===== src/design/rpi_fifo.sv =====
// Two-entry queue between the front end and the divider back end.
module rpi_fifo #(
  parameter int unsigned WIDTH = 8
) (
  input  logic             clk_i,
  input  logic             rst_ni,
  input  logic             push_i,
  input  logic [WIDTH-1:0] data_i,
  output logic             valid_o,
  output logic [WIDTH-1:0] data_o,
  output logic             full_o
);

  logic [WIDTH-1:0] mem_q [0:1];
  logic             wr_q, rd_q;
  logic [1:0]       cnt_q;
  logic             pop, push;

  // Back end drains a word every cycle one is present
  assign pop     = (cnt_q != 2'd0);
  assign push    = push_i && ((cnt_q != 2'd2) || pop);
  assign valid_o = pop;
  assign data_o  = mem_q[rd_q];
  assign full_o  = (cnt_q == 2'd2);

  always_ff @(posedge clk_i or negedge rst_ni) begin
    if (!rst_ni) begin
      wr_q  <= 1'b0;
      rd_q  <= 1'b0;
      cnt_q <= 2'd0;
    end else begin
      if (push) begin
        wr_q <= ~wr_q;
      end
      if (pop) begin
        rd_q <= ~rd_q;
      end
      cnt_q <= cnt_q + 2'(push) - 2'(pop);
    end
  end

  always_ff @(posedge clk_i) begin
    if (push) begin
      mem_q[wr_q] <= data_i;
    end
  end

endmodule


===== config.mk =====
export PLATFORM = sky130hd
export DESIGN_NAME = rpi_fifo
export DESIGN_NICKNAME = d
export VERILOG_FILES = /design/src/design/rpi_fifo.sv
export SDC_FILE = /design/constraint.sdc
export NUM_CORES = 1
export LEC_CHECK = 0
export BUFFER_PORTS_ARGS = -buffer_cell sky130_fd_sc_hd__buf_4
export CAP_MARGIN = 20
export CORE_MARGIN = 5
export CORE_UTILIZATION = 52
export DETAILED_ROUTE_END_ITERATION = 8
export PLACE_DENSITY = 0.81
export SLEW_MARGIN = 20
export SYNTH_ARGS = -nofsm -noshare
export SYNTH_HDL_FRONTEND = slang
export SYNTH_SLANG_ARGS = --single-unit

===== constraint.sdc =====
create_clock -name clk_i -period 2.32 [get_ports clk_i]
set_clock_uncertainty 0.15 [all_clocks]
set_input_delay 0.464 -clock clk_i [delete_from_list [all_inputs] [get_ports clk_i]]
set_output_delay 0.464 -clock clk_i [all_outputs]
set_load 0.005 [all_outputs]

==> qor.tcl, run 1 <==
set qor(syn_avg_cell_area_um2) 18.58
set qor(insertedDiodeCount) 0
set qor(post-synth-top-area-cell) {sky130_fd_sc_hd__edfxtp_1}
set qor(route.top_layer_used) {met4}
set qor(relative_max_transition_margin) 0.7454
set qor(netlist_top_cells_area) {sky130_fd_sc_hd__edfxtp_1 (63%), sky130_fd_sc_hd__dfrtp_1 (13%), sky130_fd_sc_hd__mux2_2 (12%), sky130_fd_sc_hd__xnor2_1 (3.4%), sky130_fd_sc_hd__ha_1 (1.6%)}
set qor(area.growth.synth_to_final_pct) 27.26
set qor(number_of_enable_type_register_cells_in_the_synthesized_netlist) 16
set qor(drc) 0
set qor(start_util) 0.5644
set qor(synthCells) 41
set qor(fp.dieArea_um2) 2331
set qor(outcome) {complete, no violations}
set qor(max_cap_violations) 0
set qor(grt_antenna_before_repair) 0
set qor(placed_cell_area_um2) 933.4
set qor(finalMaxSlewViolations) 0
set qor(met1Wirelength_um) 471
set qor(clock_insertion_delay_worst_skew_ns) 0.28
set qor(gr-usage-all-layers) 0.1244
set qor(rsz0062_at_grt) {no}
set qor(die_h_um) 48.28
set qor(cts_made_buffers) 3
set qor(first_pass_grt_wire_length_um) 1883
set qor(r2r.worst_path.cells) 4
set qor(power.sequential.fraction) 0.517
set qor(drt_pre_antenna_iters) 2
set qor(power_switching_mw) 0.2913
set qor(cts.root.buffer_cell) {sky130_fd_sc_hd__clkbuf_4}
set qor(ys_seq_area_frac) 0.7619
set qor(synthesis.area_um2) 762.0
set qor(final_layout_size_suffix_gt1_frac) 0.4848
set qor(viasPerCell) 5.062
set qor(min_period_ns) 2.005
set qor(power_density_over_the_cells_nw_per_um2) 1105
set qor(inst_count_dp) 76
set qor(ys_async_sr_fraction) 0.2000
set qor(largest_net_degree_at_the_start_of_global_routing) 12
set qor(share_clk_of_total_power) 0.147
set qor(synth-main-ff-cell) {sky130_fd_sc_hd__edfxtp_1}
set qor(critPathRequiredTime_ns) 1.71
set qor(worst_path_max_fanout) 9
set qor(power_leakage_nw) 0.3817
set qor(worst_endpoint_data_arrival_time_ns) 1.39
set qor(yosysTopAreaCellShare) 0.6305
set qor(min_period_over_period) 0.8644
set qor(maxClockFrequency_mhz) 498.6
set qor(routabilityCongestion) 0.6923
set qor(post_drt_wl_per_cell_um) 14.91
set qor(met3RoutedLength_um) 94
set qor(boundaryPins) 21
set qor(int_power_mw) 0.7805
set qor(final_hpwl_from_detailed_placement_um) 927.7
set qor(criticalPathCategory) {reg -> out}
set qor(fp.coreArea_um2) 1350
set qor(worstHoldPathCells) 1
set qor(setup_viol_count_final) 0
set qor(max-clock-path-buffers) 2
set qor(cts-htree-levels) 1
set qor(postLayoutCellArea_um2) 969.7
set qor(end_kind) {primary output}
set qor(number_of_global_route_vias_before_repair) 424
set qor(ant_nets) 0
set qor(fillers) 84
set qor(final_hold_vio_count) 0
set qor(grt_remaining_overflow) 0
set qor(synth_nets) 53
set qor(port-buffer-count) 20
set qor(chipWidth_um) 48.28
set qor(max-vdd-ir-drop_mv) 0.6759
set qor(synth_warnings) 0
set qor(yosys.cell_types.count) 13
set qor(yosys.cell_count.top_type) {sky130_fd_sc_hd__edfxtp_1}
set qor(clkSinkCount) 20
set qor(worst_setup_hold_path_clk_slew_ns) 0.10
set qor(utilization) 0.7183
set qor(rows) 13
set qor(netSwitchingFraction) 0.2718
set qor(num_vias) 410
set qor(drt-total-wl_um) 1208
set qor(stdcell_count) 81
set qor(nNetsFinal) 79
set qor(design_power_total_mw) 1.072
set qor(power.share.combinational) 0.336
set qor(cp-start-kind) {flop}
set qor(holdCritPathClass) {in -> reg}
set qor(synth_seq_cells) 20
set qor(timing.setup.tns_ns) 0
set qor(cts_tree) {done}
set qor(worst_pin_slew_ns) 0.3820
set qor(synth_common_cells) {sky130_fd_sc_hd__edfxtp_1 (16), sky130_fd_sc_hd__mux2_2 (8), sky130_fd_sc_hd__dfrtp_1 (4)}
set qor(met2_length_um) 635
set qor(drtIter0Drc) 4
final timing paths:
kind | from | endpoint | slack [ns]
setup / recovery | rd_q | data_o[1] | 0.31
hold / removal | data_i[5] | mem_q[1][5] | 0.21
setup reg to reg | cnt_q[1] | cnt_q[1] | 0.94
hold reg to reg | wr_q | wr_q | 0.35
max in group asynchronous | rst_ni | rd_q | 1.55
min in group asynchronous | rst_ni | wr_q | 0.36
power groups by stage:
| stage | logic, mW | clock network, mW | registers [mW] |
|---|---|---|---|
| 2_1_floorplan | 0.226 | 0 | 0.524 |
| 3_3_place_gp | 0.355 | 0 | 0.557 |
| 3_5_place_dp | 0.367 | 0 | 0.564 |
| 4_1_cts | 0.370 | 0.165 | 0.556 |
| 5_1_grt | 0.398 | 0.187 | 0.566 |
| 6_report | 0.360 | 0.157 | 0.554 |
timing repair:
action / CTS / global route
hold endpoints to repair: 4 / 0
buffers inserted: 0 / 0
gates resized for setup: 0 / 0
setup endpoints to repair: 0 / 0
hold buffers: 1 / 0
layout make-up:
| cell class | instances | area [µm²] | share of cell area |
|---|---|---|---|
| multi-input combinational | 19 | 172.7 | 0.1781 |
| timing repair buffer | 22 | 167.7 | 0.1729 |
| tap | 15 | 18.77 | 0.01935 |
| inverter | 1 | 3.754 | 0.003871 |
| clock buffer | 4 | 26.28 | 0.02710 |
| sequential | 20 | 580.6 | 0.5987 |
kinds of logic after synthesis:
family / count (synthesis) / share of synthesized area
muxes: 8 / 0.1182
adders and majority gates: 1 / 0.01642
xor gates and xnor gates: 4 / 0.04599
buffers and inverters: 2 / 0.01148
AOI/OAI and AO/OA: 1 / 0.006562
DFF: 20 / 0.7619
and+or+nand+nor: 5 / 0.03941
per-layer routing:
layer | global-route usage | up-vias
met4 | 0.04839 | 0
met3 | 0.04797 | 2
met5 | 0 | -
met2 | 0.2083 | 13
li1 | - | 202
met1 | 0.1429 | 193
worst max-delay path, stage by stage (launching register included):
cell and delay [ns]:
sky130_fd_sc_hd__dfrtp_1 0.58, sky130_fd_sc_hd__mux2_2 0.39, sky130_fd_sc_hd__buf_4 0.14
flip-flops by register name, summed over array words and instances (netlist names):
name and flops:
mem_q 16, cnt_q 2, rd_q 1, wr_q 1
per-stage QoR:
step                hold slack, ns  worst slack [ns]
finish                      0.2066            0.3145
CTS                         0.1958            0.2981
global route                0.1789            0.2456
floorplan                  0.01841            0.8689
detailed placement          0.1138            0.6170
global placement            0.1142            0.6580
cells in the final DEF, fill, tap and decap left out, drive strengths merged:
cell          n
buf          21
edfxtp       16
mux2          8
dfrtp         4
clkbuf        4
xnor2         3
nor2b         2
nor2          1
inv           1
nor3b         1
a21oi         1
and2          1
xor2          1
ha            1
dlygate4sd3   1
(Power assumes the default switching activity.)
==> inputs of run 2 (changes only) <==
--- a/config.mk
+++ b/config.mk
@@ -5,12 +5,14 @@
 export SDC_FILE = /design/constraint.sdc
 export NUM_CORES = 1
 export LEC_CHECK = 0
+export ABC_CLOCK_PERIOD_IN_PS = 2320
 export BUFFER_PORTS_ARGS = -buffer_cell sky130_fd_sc_hd__buf_4
 export CAP_MARGIN = 20
 export CORE_MARGIN = 5
 export CORE_UTILIZATION = 52
 export DETAILED_ROUTE_END_ITERATION = 8
 export PLACE_DENSITY = 0.81
+export RECOVER_POWER = 100
 export SLEW_MARGIN = 20
 export SYNTH_ARGS = -nofsm -noshare
 export SYNTH_HDL_FRONTEND = slang
==> qor.tcl, run 2 (synthesis gave the netlist of run 1 again) <==
set qor(cts-resized-gates) 0
set qor(finalMaxSlewViolations) 0
set qor(largest_net_degree_at_the_start_of_global_routing) 12
set qor(largest_register) {mem_q}
set qor(grt_remaining_overflow) 0
set qor(maxClockFrequency_mhz) 503.7
set qor(cts-htree-levels) 1
set qor(pre_cts_slack_ns) 0.6170
set qor(critPathRequiredTime_ns) 1.71
set qor(gr-usage-all-layers) 0.1244
set qor(rsz0062_at_grt) {no}
set qor(netSwitchingFraction) 0.2778
set qor(first_pass_grt_wire_length_um) 1883
set qor(outcome) {complete, no violations}
set qor(rows) 13
set qor(cts_tree) {done}
set qor(ant_nets) 0
set qor(drt_pre_antenna_iters) 1
set qor(boundaryPins) 21
set qor(final_layout_size_suffix_gt1_frac) 0.3939
set qor(fp.coreArea_um2) 1350
set qor(holdCritPathClass) {in -> reg}
set qor(port-buffer-count) 20
set qor(area.growth.synth_to_final_pct) 24.30
set qor(layout.cells.most_common_list) {sky130_fd_sc_hd__clkbuf_4 (17), sky130_fd_sc_hd__edfxtp_1 (16), sky130_fd_sc_hd__mux2_2 (8), sky130_fd_sc_hd__clkbuf_1 (7), sky130_fd_sc_hd__dfrtp_1 (4)}
set qor(layout_commonest_cell) {sky130_fd_sc_hd__clkbuf_4}
set qor(power.sequential.fraction) 0.532
set qor(utilization) 0.7016
set qor(fillers) 93
set qor(power_density_over_the_cells_nw_per_um2) 1101
set qor(viasPerCell) 4.975
set qor(cp-start-kind) {flop}
set qor(drt-total-wl_um) 1185
set qor(clock_insertion_delay_worst_skew_ns) 0.29
set qor(start_util) 0.5644
set qor(fp.dieArea_um2) 2331
set qor(routabilityCongestion) 0.6923
set qor(die_h_um) 48.28
set qor(number_of_global_route_vias_before_repair) 424
set qor(cts.root.buffer_cell) {sky130_fd_sc_hd__clkbuf_4}
set qor(worst_setup_hold_path_clk_slew_ns) 0.10
set qor(num_vias) 403
set qor(nNetsFinal) 79
set qor(chipWidth_um) 48.28
set qor(cts_made_buffers) 3
set qor(power_leakage_nw) 0.3559
set qor(clkSinkCount) 20
set qor(power_switching_mw) 0.2897
set qor(max_cap_violations) 0
set qor(biggestRegsByFlops) {mem_q (16), cnt_q (2)}
set qor(worst_slack_ns) 0.3348
set qor(timing.setup.tns_ns) 0
set qor(min_period_ns) 1.985
set qor(power.share.combinational) 0.316
set qor(max-clock-path-buffers) 2
set qor(flip_flop_count_of_the_largest_register_all_copies_and_words_added) 16
set qor(max-vdd-ir-drop_mv) 0.6663
set qor(post_drt_wl_per_cell_um) 14.63
set qor(relative_max_transition_margin) 0.6443
set qor(worst_pin_slew_ns) 0.5332
set qor(min_period_over_period) 0.8557
set qor(grt_antenna_before_repair) 0
set qor(final_hpwl_from_detailed_placement_um) 927.7
set qor(cts-hold-fix-buffers) 1
set qor(criticalPathCategory) {reg -> out}
set qor(share_clk_of_total_power) 0.152
set qor(setup_viol_count_final) 0
set qor(end_kind) {primary output}
set qor(drc) 0
set qor(final_hold_vio_count) 0
set qor(worst_path_max_fanout) 9
set qor(insertedDiodeCount) 0
set qor(placed_cell_area_um2) 933.4
set qor(drtIter0Drc) 0
set qor(postLayoutCellArea_um2) 947.2
set qor(worst_endpoint_data_arrival_time_ns) 1.37
set qor(int_power_mw) 0.7530
set qor(cts_setup_buffers) 0
[run 2: changes by cell type in the layout (fill, tap and decap cells not counted)]
| cell | previous run | this run |
|---|---|---|
| sky130_fd_sc_hd__and2_0 | 0 | 1 |
| sky130_fd_sc_hd__clkbuf_4 | 3 | 17 |
| sky130_fd_sc_hd__clkbuf_1 | 1 | 7 |
| sky130_fd_sc_hd__buf_4 | 21 | 1 |
| sky130_fd_sc_hd__and2_1 | 1 | 0 |
[run 2: power by group through the flow]
stage | Clock, mW | Combinational [mW] | Sequential [mW]
after global placement | 0 | 0.355 | 0.557
after detailed placement | 0 | 0.367 | 0.564
final | 0.159 | 0.330 | 0.554
after global routing | 0.187 | 0.368 | 0.567
after CTS | 0.165 | 0.370 | 0.556
after floorplan | 0 | 0.226 | 0.524
[run 2: worst max-delay path, cell delays in order (launching register included)]
cell	delay, ns
sky130_fd_sc_hd__dfrtp_1	0.57
sky130_fd_sc_hd__mux2_2	0.38
sky130_fd_sc_hd__clkbuf_4	0.14
[run 2: final timing paths]
check                      startpoint          end  slack (ns)  cells past startpoint
min in group asynchronous      rst_ni         wr_q        0.39                      2
setup / recovery                 rd_q    data_o[3]        0.33                      2
max in group asynchronous      rst_ni         rd_q        1.43                      2
hold / removal              data_i[5]  mem_q[1][5]        0.23                      1
hold reg to reg                  wr_q         wr_q        0.35                      1
setup reg to reg                 wr_q  mem_q[0][6]        0.94                      2
[run 2: metrics by stage]
stage                     hold slack [ns]  cells  total power, mW
after detailed placement           0.1138     76           0.9309
final                              0.2278     81            1.043
after floorplan                   0.01841     41           0.7503
after global routing               0.2037     81            1.121
after global placement             0.1142     76           0.9124
after CTS                          0.1958     81            1.090
[run 2: cell type report]
type                    count  area, µm²  area share
inverters                   1      3.754    0.003963
multi-input cells          19      172.7      0.1823
well taps                  15      18.77     0.01982
clock buffers               4      26.28     0.02774
repair buffers             22      145.1      0.1532
flip-flops and latches     20      580.6      0.6129
[run 2: routing by layer]
layer | part of all wire | up-vias | track usage | routed length, µm
li1 | - | 202 | - | -
met1 | 0.39 | 186 | 0.1429 | 466
met2 | 0.51 | 13 | 0.2083 | 610
met3 | 0.084 | 2 | 0.04797 | 100
met4 | 0.0059 | 0 | 0.04839 | 7
met5 | 0 | - | 0 | 0
